File: src/rtl/baro_sensor_compensation_assert.svh
// Assertion macros shared by the compensation RTL.
// Each expects i_clk and i_rst_n in the scope where it is used.
`ifndef BARO_SENSOR_COMPENSATION_ASSERT_SVH
`define BARO_SENSOR_COMPENSATION_ASSERT_SVH

// Consequent checked in the same cycle as the antecedent
`define BSC_ASSERT_SAME(label, ante, cons, msg) \
    label: assert property (@(posedge i_clk) disable iff (!i_rst_n) \
        (ante) |-> (cons)) else $error(msg);

// Consequent checked in the cycle after the antecedent
`define BSC_ASSERT_NEXT(label, ante, cons, msg) \
    label: assert property (@(posedge i_clk) disable iff (!i_rst_n) \
        (ante) |=> (cons)) else $error(msg);

`endif

File: src/rtl/bsc_pkg.sv
package bsc_pkg;

    // Field and register widths
    localparam int RAW_W     = 24;
    localparam int REG_W     = 48;
    localparam int CFG_IDX_W = 2;
    localparam int OUT_W     = 32;

    // Register indexes
    localparam logic [CFG_IDX_W-1:0] CFG_FIRST  = 2'd0;
    localparam logic [CFG_IDX_W-1:0] CFG_MIDDLE = 2'd1;
    localparam logic [CFG_IDX_W-1:0] CFG_LAST   = 2'd2;

    // Sample kinds
    localparam logic KIND_TEMP = 1'b0;
    localparam logic KIND_PRES = 1'b1;

    // Shared multiplier: signed MUL_A_W x signed MUL_B_W
    localparam int MUL_A_W = 32;
    localparam int MUL_B_W = 28;
    localparam int MUL_P_W = MUL_A_W + MUL_B_W;
    // Accumulator is split into an unsigned low part and a signed high part
    localparam int SPLIT   = MUL_B_W - 1;
    localparam int ACC_W   = 2 * MUL_B_W - 2;
    localparam int PROD_W  = MUL_P_W + SPLIT;
    localparam int Q_FRAC  = 30;
    localparam int COEF_W  = ACC_W - Q_FRAC;
    localparam int RND_SHIFT = 20;

    // Scaling by 2048/15: divide by 15 via reciprocal, then a fraction table
    localparam int Q_W         = 20;
    localparam int RECIP_SHIFT = 28;
    localparam logic [MUL_B_W-1:0] RECIP_15 = 28'd17895697;
    localparam logic [3:0]         SCALE_DIV = 4'h0F;

    // Polynomial step counter
    localparam int STEP_W = 3;
    localparam logic [STEP_W-1:0] STEP_A_LAST  = 3'd2;
    localparam logic [STEP_W-1:0] STEP_B_FIRST = 3'd3;
    localparam logic [STEP_W-1:0] STEP_B_LAST  = 3'd5;

    typedef enum logic [3:0] {
        S_IDLE,
        S_RECIP,
        S_DIVFIX,
        S_SCALE,
        S_LOAD,
        S_MUL_LO,
        S_MUL_HI,
        S_PROD,
        S_ACC,
        S_SUM,
        S_ROUND,
        S_FINISH
    } t_state;

    typedef enum logic [3:0] {
        OP_NONE,
        OP_CAPTURE,
        OP_RECIP,
        OP_DIVFIX,
        OP_SCALE,
        OP_LOAD,
        OP_MUL_LO,
        OP_MUL_HI,
        OP_PROD,
        OP_ACC,
        OP_SUM,
        OP_ROUND,
        OP_FINISH
    } t_dp_op;

    typedef enum logic [3:0] {
        COEF_ZERO,
        COEF_C0H,
        COEF_C1,
        COEF_C00,
        COEF_C10,
        COEF_C01,
        COEF_C11,
        COEF_C20,
        COEF_C21,
        COEF_C30
    } t_coef_sel;

    typedef struct packed {
        t_dp_op    op;
        t_coef_sel coef;
        logic      use_temp;
        logic      save_part;
        logic      keep_temp;
    } t_dp_cmd;

    typedef struct packed {
        logic kind;
        logic out_free;
    } t_dp_status;

    // Unpacked calibration coefficients, two's complement
    typedef struct packed {
        logic [10:0] c0h;
        logic [11:0] c1;
        logic [19:0] c00;
        logic [19:0] c10;
        logic [15:0] c01;
        logic [15:0] c11;
        logic [15:0] c20;
        logic [15:0] c21;
        logic [15:0] c30;
    } t_coefs;

    // floor(r * 2048 / 15) for remainders 0..14
    function automatic logic [10:0] scale_frac(input logic [3:0] r);
        logic [10:0] f;
        case (r)
            4'd0:    f = 11'd0;
            4'd1:    f = 11'd136;
            4'd2:    f = 11'd273;
            4'd3:    f = 11'd409;
            4'd4:    f = 11'd546;
            4'd5:    f = 11'd682;
            4'd6:    f = 11'd819;
            4'd7:    f = 11'd955;
            4'd8:    f = 11'd1092;
            4'd9:    f = 11'd1228;
            4'd10:   f = 11'd1365;
            4'd11:   f = 11'd1501;
            4'd12:   f = 11'd1638;
            4'd13:   f = 11'd1774;
            4'd14:   f = 11'd1911;
            default: f = 11'd0;
        endcase
        return f;
    endfunction

endpackage

File: src/rtl/bsc_cal.sv
module bsc_cal (
    input  logic                           i_clk,
    input  logic                           i_rst_n,
    input  logic                           i_cfg_we,
    input  logic [bsc_pkg::CFG_IDX_W-1:0]  i_cfg_index,
    input  logic [bsc_pkg::REG_W-1:0]      i_cfg_data,
    output bsc_pkg::t_coefs                o_coefs
);
    import bsc_pkg::*;

    logic [REG_W-1:0] r_cal_first;
    logic [REG_W-1:0] r_cal_middle;
    logic [REG_W-1:0] r_cal_last;
    logic [11:0]      c0;
    logic [11:0]      c0_adj;

    // Calibration register file; unused index is dropped
    always_ff @(posedge i_clk) begin
        if (!i_rst_n) begin
            r_cal_first  <= '0;
            r_cal_middle <= '0;
            r_cal_last   <= '0;
        end else if (i_cfg_we) begin
            case (i_cfg_index)
                CFG_FIRST:  r_cal_first  <= i_cfg_data;
                CFG_MIDDLE: r_cal_middle <= i_cfg_data;
                CFG_LAST:   r_cal_last   <= i_cfg_data;
                default: ;
            endcase
        end
    end

    // c0 halved, truncating toward zero: add one when negative, then shift
    assign c0     = r_cal_first[47:36];
    assign c0_adj = c0 + {11'd0, c0[11]};

    // Byte unpacking (first byte of each register in its top eight bits)
    always_comb begin
        o_coefs.c0h = c0_adj[11:1];
        o_coefs.c1  = r_cal_first[35:24];
        o_coefs.c00 = r_cal_first[23:4];
        o_coefs.c10 = {r_cal_first[3:0], r_cal_middle[47:32]};
        o_coefs.c01 = r_cal_middle[31:16];
        o_coefs.c11 = r_cal_middle[15:0];
        o_coefs.c20 = r_cal_last[47:32];
        o_coefs.c21 = r_cal_last[31:16];
        o_coefs.c30 = r_cal_last[15:0];
    end

endmodule

File: src/rtl/bsc_ctrl.sv
`include "baro_sensor_compensation_assert.svh"

module bsc_ctrl (
    input  logic                i_clk,
    input  logic                i_rst_n,
    input  logic                i_in_valid,
    output logic                o_in_ready,
    input  bsc_pkg::t_dp_status i_status,
    output bsc_pkg::t_dp_cmd    o_cmd
);
    import bsc_pkg::*;

    t_state              r_state;
    t_state              n_state;
    logic [STEP_W-1:0]   r_step;
    logic [STEP_W-1:0]   n_step;
    logic                is_temp;
    t_coef_sel           acc_coef;

    assign is_temp = (i_status.kind == KIND_TEMP);

    // Coefficient added after each pressure product
    always_comb begin
        case (r_step)
            3'd0:    acc_coef = COEF_C20;
            3'd1:    acc_coef = COEF_C10;
            3'd3:    acc_coef = COEF_C11;
            3'd4:    acc_coef = COEF_C01;
            default: acc_coef = COEF_ZERO;
        endcase
    end

    // State register
    always_ff @(posedge i_clk) begin
        if (!i_rst_n) begin
            r_state <= S_IDLE;
            r_step  <= '0;
        end else begin
            r_state <= n_state;
            r_step  <= n_step;
        end
    end

    // Next state and datapath commands
    always_comb begin
        n_state         = r_state;
        n_step          = r_step;
        o_in_ready      = 1'b0;
        o_cmd.op        = OP_NONE;
        o_cmd.coef      = COEF_ZERO;
        o_cmd.use_temp  = 1'b0;
        o_cmd.save_part = 1'b0;
        o_cmd.keep_temp = 1'b0;
        case (r_state)
            S_IDLE: begin
                o_in_ready = 1'b1;
                if (i_in_valid) begin
                    o_cmd.op = OP_CAPTURE;
                    n_state  = S_RECIP;
                end
            end
            S_RECIP: begin
                o_cmd.op = OP_RECIP;
                n_state  = S_DIVFIX;
            end
            S_DIVFIX: begin
                o_cmd.op = OP_DIVFIX;
                n_state  = S_SCALE;
            end
            S_SCALE: begin
                o_cmd.op = OP_SCALE;
                n_step   = '0;
                n_state  = S_LOAD;
            end
            S_LOAD: begin
                o_cmd.op = OP_LOAD;
                if (is_temp) begin
                    o_cmd.coef = COEF_C1;
                end else if (r_step == STEP_B_FIRST) begin
                    o_cmd.coef      = COEF_C21;
                    o_cmd.save_part = 1'b1;
                end else begin
                    o_cmd.coef = COEF_C30;
                end
                n_state = S_MUL_LO;
            end
            S_MUL_LO: begin
                o_cmd.op       = OP_MUL_LO;
                o_cmd.use_temp = !is_temp && (r_step == STEP_B_LAST);
                n_state        = S_MUL_HI;
            end
            S_MUL_HI: begin
                o_cmd.op       = OP_MUL_HI;
                o_cmd.use_temp = !is_temp && (r_step == STEP_B_LAST);
                n_state        = S_PROD;
            end
            S_PROD: begin
                o_cmd.op = OP_PROD;
                n_state  = S_ACC;
            end
            S_ACC: begin
                o_cmd.op = OP_ACC;
                if (is_temp) begin
                    o_cmd.coef = COEF_C0H;
                    n_state    = S_ROUND;
                end else begin
                    o_cmd.coef = acc_coef;
                    if (r_step == STEP_B_LAST) begin
                        n_state = S_SUM;
                    end else if (r_step == STEP_A_LAST) begin
                        n_step  = r_step + 3'd1;
                        n_state = S_LOAD;
                    end else begin
                        n_step  = r_step + 3'd1;
                        n_state = S_MUL_LO;
                    end
                end
            end
            S_SUM: begin
                o_cmd.op = OP_SUM;
                n_state  = S_ROUND;
            end
            S_ROUND: begin
                o_cmd.op        = OP_ROUND;
                o_cmd.coef      = is_temp ? COEF_ZERO : COEF_C00;
                o_cmd.keep_temp = is_temp;
                n_state         = S_FINISH;
            end
            S_FINISH: begin
                if (i_status.out_free) begin
                    o_cmd.op = OP_FINISH;
                    n_state  = S_IDLE;
                end
            end
            default: begin
                n_state = S_IDLE;
            end
        endcase
    end

    `BSC_ASSERT_NEXT(a_accept_starts, (r_state == S_IDLE) && i_in_valid, r_state == S_RECIP, "accepted transaction did not start the sequence")
    `BSC_ASSERT_SAME(a_finish_free, o_cmd.op == OP_FINISH, i_status.out_free, "result written while output register busy")
    `BSC_ASSERT_SAME(a_step_bound, r_state == S_MUL_LO, r_step <= STEP_B_LAST, "polynomial step out of range")

endmodule

File: src/rtl/bsc_dpath.sv
`include "baro_sensor_compensation_assert.svh"

module bsc_dpath (
    input  logic                        i_clk,
    input  logic                        i_rst_n,
    input  bsc_pkg::t_dp_cmd            i_cmd,
    output bsc_pkg::t_dp_status         o_status,
    input  bsc_pkg::t_coefs             i_coefs,
    input  logic                        i_req_type,
    input  logic [bsc_pkg::RAW_W-1:0]   i_raw_sample,
    output logic                        o_out_valid,
    input  logic                        i_out_ready,
    output logic                        o_result_kind,
    output logic signed [bsc_pkg::OUT_W-1:0] o_compensated_value,
    output logic                        o_saturated
);
    import bsc_pkg::*;

    localparam logic [ACC_W-1:0] ROUND_HALF =
        {{(ACC_W-RND_SHIFT){1'b0}}, 1'b1, {(RND_SHIFT-1){1'b0}}};
    localparam logic signed [OUT_W-1:0] OUT_MAX = {1'b0, {(OUT_W-1){1'b1}}};
    localparam logic signed [OUT_W-1:0] OUT_MIN = {1'b1, {(OUT_W-1){1'b0}}};

    // Sample and scaling registers
    logic                      r_kind;
    logic                      r_neg;
    logic [RAW_W-1:0]          r_mag;
    logic [Q_W-1:0]            r_quot;
    logic [3:0]                r_rem;
    logic signed [MUL_A_W-1:0] r_s;
    logic signed [MUL_A_W-1:0] r_t;
    // Polynomial registers
    logic signed [MUL_P_W-1:0] r_mul;
    logic signed [PROD_W-1:0]  r_prod;
    logic signed [ACC_W-1:0]   r_acc;
    logic signed [ACC_W-1:0]   r_part;
    // Output register
    logic                      r_out_valid;
    logic                      r_out_kind;
    logic signed [OUT_W-1:0]   r_out_value;
    logic                      r_out_sat;

    logic [RAW_W-1:0]          raw_mag;
    logic signed [MUL_A_W-1:0] mul_a;
    logic signed [MUL_B_W-1:0] mul_b;
    logic signed [MUL_P_W-1:0] mul_p;
    logic [Q_W-1:0]            q_est;
    logic [RAW_W-1:0]          q_times15;
    logic [RAW_W-1:0]          rem_full;
    logic [4:0]                rem_est;
    logic                      rem_fix;
    logic [4:0]                rem_sub;
    logic [MUL_A_W-2:0]        s_mag;
    logic signed [COEF_W-1:0]  coef_ext;
    logic signed [ACC_W-1:0]   coef_q30;
    logic signed [PROD_W-1:0]  prod_hi;
    logic [2:0]                acc_top;
    logic                      sat;

    // Magnitude of the sign-extended raw sample
    assign raw_mag = i_raw_sample[RAW_W-1] ? (~i_raw_sample + 24'd1) : i_raw_sample;

    // Shared multiplier operand selection
    always_comb begin
        case (i_cmd.op)
            OP_RECIP: begin
                mul_a = $signed({{(MUL_A_W-RAW_W){1'b0}}, r_mag});
                mul_b = $signed(RECIP_15);
            end
            OP_MUL_LO: begin
                mul_a = i_cmd.use_temp ? r_t : r_s;
                mul_b = $signed({1'b0, r_acc[SPLIT-1:0]});
            end
            default: begin
                mul_a = i_cmd.use_temp ? r_t : r_s;
                mul_b = $signed({r_acc[ACC_W-1], r_acc[ACC_W-1:SPLIT]});
            end
        endcase
    end

    assign mul_p = mul_a * mul_b;

    // Divide by 15: reciprocal estimate is low by at most one
    assign q_est     = r_mul[RECIP_SHIFT+Q_W-1:RECIP_SHIFT];
    assign q_times15 = {q_est, 4'd0} - {4'd0, q_est};
    assign rem_full  = r_mag - q_times15;
    assign rem_est   = rem_full[4:0];
    assign rem_fix   = (rem_est >= {1'b0, SCALE_DIV});
    assign rem_sub   = rem_est - {1'b0, SCALE_DIV};

    // Quotient times 2048 plus the fraction of the remainder
    assign s_mag = {r_quot, scale_frac(r_rem)};

    // Coefficient select, sign-extended and placed at Q30
    always_comb begin
        case (i_cmd.coef)
            COEF_C0H: coef_ext = $signed({{(COEF_W-11){i_coefs.c0h[10]}}, i_coefs.c0h});
            COEF_C1:  coef_ext = $signed({{(COEF_W-12){i_coefs.c1[11]}}, i_coefs.c1});
            COEF_C00: coef_ext = $signed({{(COEF_W-20){i_coefs.c00[19]}}, i_coefs.c00});
            COEF_C10: coef_ext = $signed({{(COEF_W-20){i_coefs.c10[19]}}, i_coefs.c10});
            COEF_C01: coef_ext = $signed({{(COEF_W-16){i_coefs.c01[15]}}, i_coefs.c01});
            COEF_C11: coef_ext = $signed({{(COEF_W-16){i_coefs.c11[15]}}, i_coefs.c11});
            COEF_C20: coef_ext = $signed({{(COEF_W-16){i_coefs.c20[15]}}, i_coefs.c20});
            COEF_C21: coef_ext = $signed({{(COEF_W-16){i_coefs.c21[15]}}, i_coefs.c21});
            COEF_C30: coef_ext = $signed({{(COEF_W-16){i_coefs.c30[15]}}, i_coefs.c30});
            default:  coef_ext = '0;
        endcase
    end

    assign coef_q30 = $signed({coef_ext, {Q_FRAC{1'b0}}});
    assign prod_hi  = $signed({r_mul, {SPLIT{1'b0}}});

    // Output rounding already added; check that the Q10 value fits 32 bits
    assign acc_top = r_acc[ACC_W-1:RND_SHIFT+OUT_W-1];
    assign sat     = !((&acc_top) || (~|acc_top));

    // Control state: kept temperature and output valid
    always_ff @(posedge i_clk) begin
        if (!i_rst_n) begin
            r_t         <= '0;
            r_out_valid <= 1'b0;
        end else begin
            if (i_cmd.op == OP_ROUND && i_cmd.keep_temp) begin
                r_t <= r_s;
            end
            if (i_cmd.op == OP_FINISH) begin
                r_out_valid <= 1'b1;
            end else if (i_out_ready) begin
                r_out_valid <= 1'b0;
            end
        end
    end

    // Datapath registers
    always_ff @(posedge i_clk) begin
        case (i_cmd.op)
            OP_CAPTURE: begin
                r_kind <= i_req_type;
                r_neg  <= i_raw_sample[RAW_W-1];
                r_mag  <= raw_mag;
            end
            OP_RECIP: begin
                r_mul <= mul_p;
            end
            OP_DIVFIX: begin
                r_quot <= rem_fix ? (q_est + 20'd1) : q_est;
                r_rem  <= rem_fix ? rem_sub[3:0] : rem_est[3:0];
            end
            OP_SCALE: begin
                r_s <= r_neg ? -$signed({1'b0, s_mag}) : $signed({1'b0, s_mag});
            end
            OP_LOAD: begin
                r_acc <= coef_q30;
                if (i_cmd.save_part) begin
                    r_part <= r_acc;
                end
            end
            OP_MUL_LO: begin
                r_mul <= mul_p;
            end
            OP_MUL_HI: begin
                r_mul  <= mul_p;
                r_prod <= $signed({{SPLIT{r_mul[MUL_P_W-1]}}, r_mul});
            end
            OP_PROD: begin
                r_prod <= r_prod + prod_hi;
            end
            OP_ACC: begin
                r_acc <= coef_q30 + r_prod[Q_FRAC+ACC_W-1:Q_FRAC];
            end
            OP_SUM: begin
                r_acc <= r_acc + r_part;
            end
            OP_ROUND: begin
                r_acc <= r_acc + (coef_q30 | $signed(ROUND_HALF));
            end
            OP_FINISH: begin
                r_out_kind  <= r_kind;
                r_out_sat   <= sat;
                r_out_value <= sat ? (r_acc[ACC_W-1] ? OUT_MIN : OUT_MAX)
                                   : r_acc[RND_SHIFT+OUT_W-1:RND_SHIFT];
            end
            default: ;
        endcase
    end

    assign o_status.kind      = r_kind;
    assign o_status.out_free  = !r_out_valid || i_out_ready;
    assign o_out_valid         = r_out_valid;
    assign o_result_kind       = r_out_kind;
    assign o_compensated_value = r_out_value;
    assign o_saturated         = r_out_sat;

    `BSC_ASSERT_NEXT(a_finish_sets_valid, i_cmd.op == OP_FINISH, o_out_valid, "finished result not presented")
    `BSC_ASSERT_SAME(a_rem_reduced, i_cmd.op == OP_SCALE, r_rem != SCALE_DIV, "divide-by-15 remainder not reduced")

endmodule

File: src/rtl/baro_sensor_compensation.sv
// Barometric sensor compensation. Calibration bytes are written through the
// register port (index 0..2, six bytes each, first byte in bits 47:40); the
// user must write them only while the block is idle, which the block does not
// enforce. Each transaction on the input channel carries one 24-bit raw
// sample tagged temperature (0) or pressure (1) and yields exactly one
// result: the compensated value as signed Q10 with round-half-up and 32-bit
// saturation, plus a flag when clipping happened. A temperature sample also
// updates the kept scaled temperature used by later pressure samples (zero
// after reset). One sample is processed at a time: a new sample is accepted
// only after the previous result has been written to the output register.
// The pace is set by the single shared 32x28 multiplier; each Q30 product
// takes two partial products, a combine and an accumulate. Pressure needs six
// such products, temperature one, after the raw sample is scaled by a
// reciprocal multiply, a remainder fix and a scale step. The output register
// holds a finished result while the next sample is accepted; the block only
// stalls if a second result is ready before the first was taken.
module baro_sensor_compensation (
    input  logic                             i_clk,
    input  logic                             i_rst_n,
    input  logic                             i_in_valid,
    output logic                             o_in_ready,
    input  logic                             i_req_type,
    input  logic [bsc_pkg::RAW_W-1:0]        i_raw_sample,
    output logic                             o_out_valid,
    input  logic                             i_out_ready,
    output logic                             o_result_kind,
    output logic signed [bsc_pkg::OUT_W-1:0] o_compensated_value,
    output logic                             o_saturated,
    input  logic                             i_cfg_we,
    input  logic [bsc_pkg::CFG_IDX_W-1:0]    i_cfg_index,
    input  logic [bsc_pkg::REG_W-1:0]        i_cfg_data
);
    import bsc_pkg::*;

    t_coefs     coefs;
    t_dp_cmd    dp_cmd;
    t_dp_status dp_status;

    // Calibration registers and coefficient unpacking
    bsc_cal u_cal (
        .i_clk       (i_clk),
        .i_rst_n     (i_rst_n),
        .i_cfg_we    (i_cfg_we),
        .i_cfg_index (i_cfg_index),
        .i_cfg_data  (i_cfg_data),
        .o_coefs     (coefs)
    );

    // Sequencer
    bsc_ctrl u_ctrl (
        .i_clk      (i_clk),
        .i_rst_n    (i_rst_n),
        .i_in_valid (i_in_valid),
        .o_in_ready (o_in_ready),
        .i_status   (dp_status),
        .o_cmd      (dp_cmd)
    );

    // Scaling, polynomial evaluation and output register
    bsc_dpath u_dpath (
        .i_clk               (i_clk),
        .i_rst_n             (i_rst_n),
        .i_cmd               (dp_cmd),
        .o_status            (dp_status),
        .i_coefs             (coefs),
        .i_req_type          (i_req_type),
        .i_raw_sample        (i_raw_sample),
        .o_out_valid         (o_out_valid),
        .i_out_ready         (i_out_ready),
        .o_result_kind       (o_result_kind),
        .o_compensated_value (o_compensated_value),
        .o_saturated         (o_saturated)
    );

endmodule

File: config.mk
export PLATFORM = sky130hd
export DESIGN_NAME = baro_sensor_compensation
export DESIGN_NICKNAME = d
export VERILOG_FILES = /design/src/rtl/bsc_pkg.sv /design/src/rtl/bsc_cal.sv /design/src/rtl/bsc_ctrl.sv /design/src/rtl/bsc_dpath.sv /design/src/rtl/baro_sensor_compensation.sv
export VERILOG_INCLUDE_DIRS = /design/src /design/src/rtl
export SDC_FILE = /design/constraint.sdc
export NUM_CORES = 2
export LEC_CHECK = 0
export ABC_AREA = 1
export BUFFER_PORTS_ARGS = -buffer_cell sky130_fd_sc_hd__buf_4
export CORE_ASPECT_RATIO = 0.75
export CORE_MARGIN = 4
export CORE_UTILIZATION = 55
export CTS_CLUSTER_DIAMETER = 150
export DETAILED_ROUTE_END_ITERATION = 10
export HOLD_SLACK_MARGIN = 0.15
export PLACE_DENSITY = 0.82
export SYNTH_ARGS = -nofsm -noshare
export SYNTH_HDL_FRONTEND = slang
export SYNTH_SLANG_ARGS = --single-unit
File: constraint.sdc
create_clock -name i_clk -period 11.45 [get_ports i_clk]
set_input_delay 0 -clock i_clk [delete_from_list [all_inputs] [get_ports i_clk]]
set_output_delay 0 -clock i_clk [all_outputs]
set_load 0.05 [all_outputs]
# Yosys cells after proc, flatten, opt, wreduce, memory -nomap -nowiden
# Memory sizes are Yosys's and may differ from the RTL's. A register that Yosys moved wholly into a read port is not among the register bits.
# Index checks and enable logic that the tools add are counted.
# word_totals
register_bits,555
rom_bits,176
inputBits,80
out_inout_bits,36
wordCells,145
memories,1
# memory_table
memory,depth,width,rd,rd_ports_with_merged_regs,wr,line_no,text
(no name shown),16,11,1,1,0,bsc_pkg.sv:115,case (r)
# op_classes
add_sub_neg,12
n_mul,1
order_cmp,1
eq_ne,43
mux,39
bitwise_logic,2
reduce_logical,24
# ops
operator,n
$pmux 24 s9,1
$pmux 54 s4,1
$pmux 87 s2,1
$add 54x54->54,3
$mux 32,4
$pmux 4 s12,2
$add 87x87->87,1
$mul 32x28->60,1
$pmux 28 s2,1
$eq 4x3->1 const B,12
$eq 4x4->1 const B,11
$mux 4,8
$neg 31->32,1
$mux 31,1
$add 24x1->24 const B,1
$eq 4x2->1 const B,6
$not 24->24,1
$mux 23,1
$add 20x1->20 const B,1
$mux 20,1
$add 12x1->12,1
$eq 4x1->1 const B,3
$pmux 3 s4,1
$pmux 4 s3,1
28 further kinds,57

# Longest topological paths before layout
# depth
depth_word,8
ltp_mapped,43
depth_no_buf,41

# By module
# A second synthesis with hierarchy kept.
# hier_totals
hier_cells,9122
area_unflattened_um2,68856.0
# modules_own_cells
mod,instances,cells_per_inst,area_each_um2
bsc_dpath,1,8284,62481.2
bsc_cal,1,731,5670.4
bsc_ctrl,1,107,704.4

# Worst setup path before layout
# No wires, ideal clock.
# synth_timing
path_type,register to register
startpoint,register u_ctrl.r_state[0]
endpoint,register u_dpath.r_mul[55] (data pin)
setup_ps,266
arrival_time_ps,8472
t_required_ps,11184
path_slack_ps,2712
stages_incl_launch_ff,33
path_cell_list,dfxtp_1 > nor2_2 > inv_2 > nor2_4 > inv_4 > nor2_4 > a2111oi_2 > nand2_4 > inv_6 > buf_8 > o22ai_4 > inv_2 > nor2_1 > fa_1 > fa_1 > fa_1 > fa_1 > inv_1 > fa_1 > inv_1 > fa_1 > inv_1 > fa_1 > inv_1 > ha_1 > ha_1 > a21oi_1 > inv_1 > a31oi_1 > o21ai_0 > a221oi_1 > o221ai_1 > xor2_1
# synth_via
elab_chain_len,6
word_cells_on_any_way,21
# synth_rtl
element,line_no,text
from (decl),bsc_ctrl.sv:13,t_state r_state;
from (signal assigned),bsc_ctrl.sv:39,r_state <= n_state;
branches (longest 5 deep; another with $pmux 28 s2),-,
$mul 32x28->60 (*),bsc_dpath.sv:81,assign mul_p = mul_a * mul_b;
named net u_dpath.mul_p[55],bsc_dpath.sv:46,logic signed [MUL_P_W-1:0] mul_p;
to (signal assigned),bsc_dpath.sv:143,r_mul <= mul_p;
to (signal assigned),bsc_dpath.sv:159,r_mul <= mul_p;
to (signal assigned),bsc_dpath.sv:162,r_mul <= mul_p;
to (decl),bsc_dpath.sv:33,logic signed [MUL_P_W-1:0] r_mul;
# Mark *: on every way through the listed nets, which the timed path passes.
# A chain may end at the register's enable or synchronous reset.

# Final worst setup path
# layout_timing
startpoint,register u_ctrl.r_state[1]
endpoint,register u_dpath.r_mul[55] (data pin)
# The elaborated chain is that of the path after synthesis.

==> impl_results.md <==
* CTS tree: yes
* Number of synthesized flops with an enable pin at 338
* Post-synthesis register bit count at around 520
* Final HPWL DP at ~200,000 µm
* WS Path Type: flip-flop to flip-flop
* Vias in the first global route at about 58,000
* Data required time at the worst endpoint at around 12 ns
* Syn avg cell area at about 8.1 µm²
* WHS Path Cells at 4
* Num ports at 116
* Synth Net Count at roughly 9,400
* Crit Reg-Reg Endpoint: u_dpath.r_mul[55]
* Main synth FF type: edfxtp_1
* Sequential share of the synthesized area at 0.213
* Hold/Removal Path Class: primary input to flip-flop
* CTS max path bufs at 3
* Die width at between 400 and 500 µm
* DRT antenna net count at 0
* Reg-to-reg slack, setup at roughly 0.94 ns
* Drt wl/cell at 25.2 µm
* FFs w/ async S/R, synth at 0
* Cell taking the most area after synthesis: fa_1
* Post-route cell area at between 0.07 and 0.08 mm²
* Port Buffer Count at 115
* Via-to-Cell Ratio at 6.06
* Top-count cell post-synth: inv_1
* Final setup viols at 0
* Critical R2R Launch: u_ctrl.r_state[1]
* Worst Tran Pin Value at 1.35 ns
* Initial antenna violation count at 6
* Clk root buf: clkbuf_16
* R2R cell count at 30
* Initial Utilization at 0.553
* Core area at 0.118 mm²
* Htree depth at 2
* Synth Instances at around 8,000
* Placed standard-cell area at between 0.06 and 0.07 mm²
* YS warnings at 0
* Fin crit share at 0.918
* Worst Path Arrival at 10.87 ns
* Clock skew at between 0.03 and 0.04 ns
* GRT overflow at 0
* Vias at 59,100
* Die area at about 0.12 mm²
* Outcome: complete, no violations
* CTS buffer count at 52
* Area Growth Syn to Fin at 8.20%
* Routability cong. at around 1.1
* Routed WL at between 200,000 and 250,000 µm
* Final Max Tran Viols at 0
* Share of layout cells above drive strength 1 at 0.0601
* Largest net degree at the start of global routing at approximately 110
* Worst setup SP type: flip-flop
* DR DRC count at 0
* Global-route wire length before repair at between 300,000 and 400,000 µm
* Critical path's slowest cell: fa_1
* Synth cell count leaders: inv_1, nand2_1, nor2_1
* Worst setup endpoint: u_dpath.r_mul[55]
* Synth cell types at 73
* Main area contributors after synthesis: fa_1, edfxtp_1, inv_1
* CP max stage delay at approximately 0.89 ns
* Slew headroom at 0.0993
* Die height at approximately 310 µm
* Max Cap Violations at 0
* FP Rows at between 100 and 150
* GRT Util Overall at 0.396
* Setup crit start: u_ctrl.r_state[1]
* CP max FO at 36
* Final Critical Period at approximately 11 ns
* Crit-path most repeated cell: fa_1
* Final hold vios at 0
* Number of clock sinks at around 520
* Worst setup EP type: flip-flop
* Nets@finish at about 9,500
* Placed cell count at around 9,500
* Post-route insts no fill at 9,745
* Worst-skew pair later-pin latency at 0.66 ns
* FMAX at between 90 and 100 MHz
* Clock slew at reported path FFs at approximately 0.070 ns
* Unrepaired setup endpoints after global routing: false
* TNS Setup at 0 ns
* DR pass1 iterations at 9
* Synth top area share at 0.286
* Post-synthesis instance area at 0.0651 mm²
* Starting DRT DRC Count at about 8,600
## final cells by class
cell class                      count  area (µm²)
Fill cell                       10200       47300
Multi-Input combinational cell   5659       44200
Sequential cell                   523       13900
Inverter                         1577        5930
Timing Repair Buffer              326        2750
Tap cell                         1554        1940
Clock buffer                       79        1560
Clock inverter                     18         194
Antenna cell                        9        22.5
## critical path, delay by kind of cell (launching register included)
family / cells / cell delay [ns]
adders and majority gates: 9 / 5.01
AOI/OAI and AO/OA: 6 / 1.67
buffers and inverters: 9 / 1.64
and+or+nand+nor: 5 / 1.27
DFF: 1 / 0.36
xor gates and xnor gates: 1 / 0.22
## metrics by stage
step,util,hold WS (ns),setup slack (ns)
finish,0.599,0.181,0.940
global route,0.598,0.194,0.532
CTS,0.598,0.160,1.20
detailed placement,0.573,0.203,1.26
global placement,0.573,0.208,1.46
floorplan,-,0.0989,2.71
## routing by layer
layer,up-vias,global-route usage,share of wire
li1,25300,-,-
met4,12,0.100,0.034
met3,672,0.188,0.18
met5,-,0.0118,0.0011
met1,28600,0.584,0.40
met2,4462,0.517,0.38
## cell families after synthesis
family | count (synthesis) | share of synthesized area
xor gates and xnor gates | 180 | 0.0242
muxes | 11 | 0.00171
and+or+nand+nor | 2942 | 0.185
adders and majority gates | 1296 | 0.356
buffers and inverters | 1818 | 0.109
AOI/OAI and AO/OA | 1230 | 0.110
DFF | 523 | 0.213
## repair_timing
| action | 4_1_cts | 5_1_grt |
|---|---|---|
| resized for setup | 0 | 0 |
| setup buffers | 0 | 0 |
| hold endpoints to repair | 206 | 0 |
| endpoints found under the setup margin | 0 | 0 |
| hold buffers | 120 | 0 |
## worst min-delay path by stage
stage	from	end	slack, ns
2_1_floorplan	i_req_type	u_dpath.r_kind	0.1
3_3_place_gp	i_raw_sample[0]	u_dpath.r_mag[0]	0.21
3_5_place_dp	i_raw_sample[0]	u_dpath.r_mag[0]	0.20
4_1_cts	i_cfg_data[45]	u_cal.r_cal_middle[45]	0.16
5_1_grt	i_cfg_data[6]	u_cal.r_cal_last[6]	0.19
6_report	i_cfg_data[45]	u_cal.r_cal_middle[45]	0.18
## registers in the layout, indices dropped and copies added, names as in the netlist, 32 cells and up
register,cells
u_dpath.r_acc,54
u_dpath.r_mul,60
u_cal.r_cal_middle,48
u_dpath.o_compensated_value,32
u_cal.r_cal_first,48
u_dpath.r_prod,57
u_dpath.r_part,54
u_cal.r_cal_last,48
## layout by cell type (no fill, tap or decap), types with 10 or more instances in the layout
master         synthesis  final
dfxtp_1              185    185
nor2_1              1055   1050
inv_1               1534   1530
nor4_1                16     16
nand2_1             1380   1378
o21ai_0              499    491
a21boi_0              15     14
a22o_1                11     11
edfxtp_1             338    338
fa_1                 930    930
inv_2                 33     35
clkbuf_16              0     54
o21a_1                13     13
nand4_1               66     66
o22ai_2               11     11
nor3_1                59     59
nand3_1              240    240
nand3b_1              13     13
o211ai_1              30     30
a21oi_1              430    428
dlygate4sd3_1          0    120
a21o_1                37     37
buf_4                 22    206
xor2_1               109    109
clkbuf_8               0     11
a211oi_1              10     10
a221oi_1              24     24
ha_1                 366    366
o22ai_4               13     13
mux2i_1               10     10
a31oi_1               37     37
xnor2_1               71     71
or2_2                 57     57
clkbuf_1             114     14
nor2_2                25     29
o21bai_1              36     36
o21ai_2               11     18
Power is not shown: default switching activity piles up to over one toggle a cycle in this logic, so the estimate is an artifact.
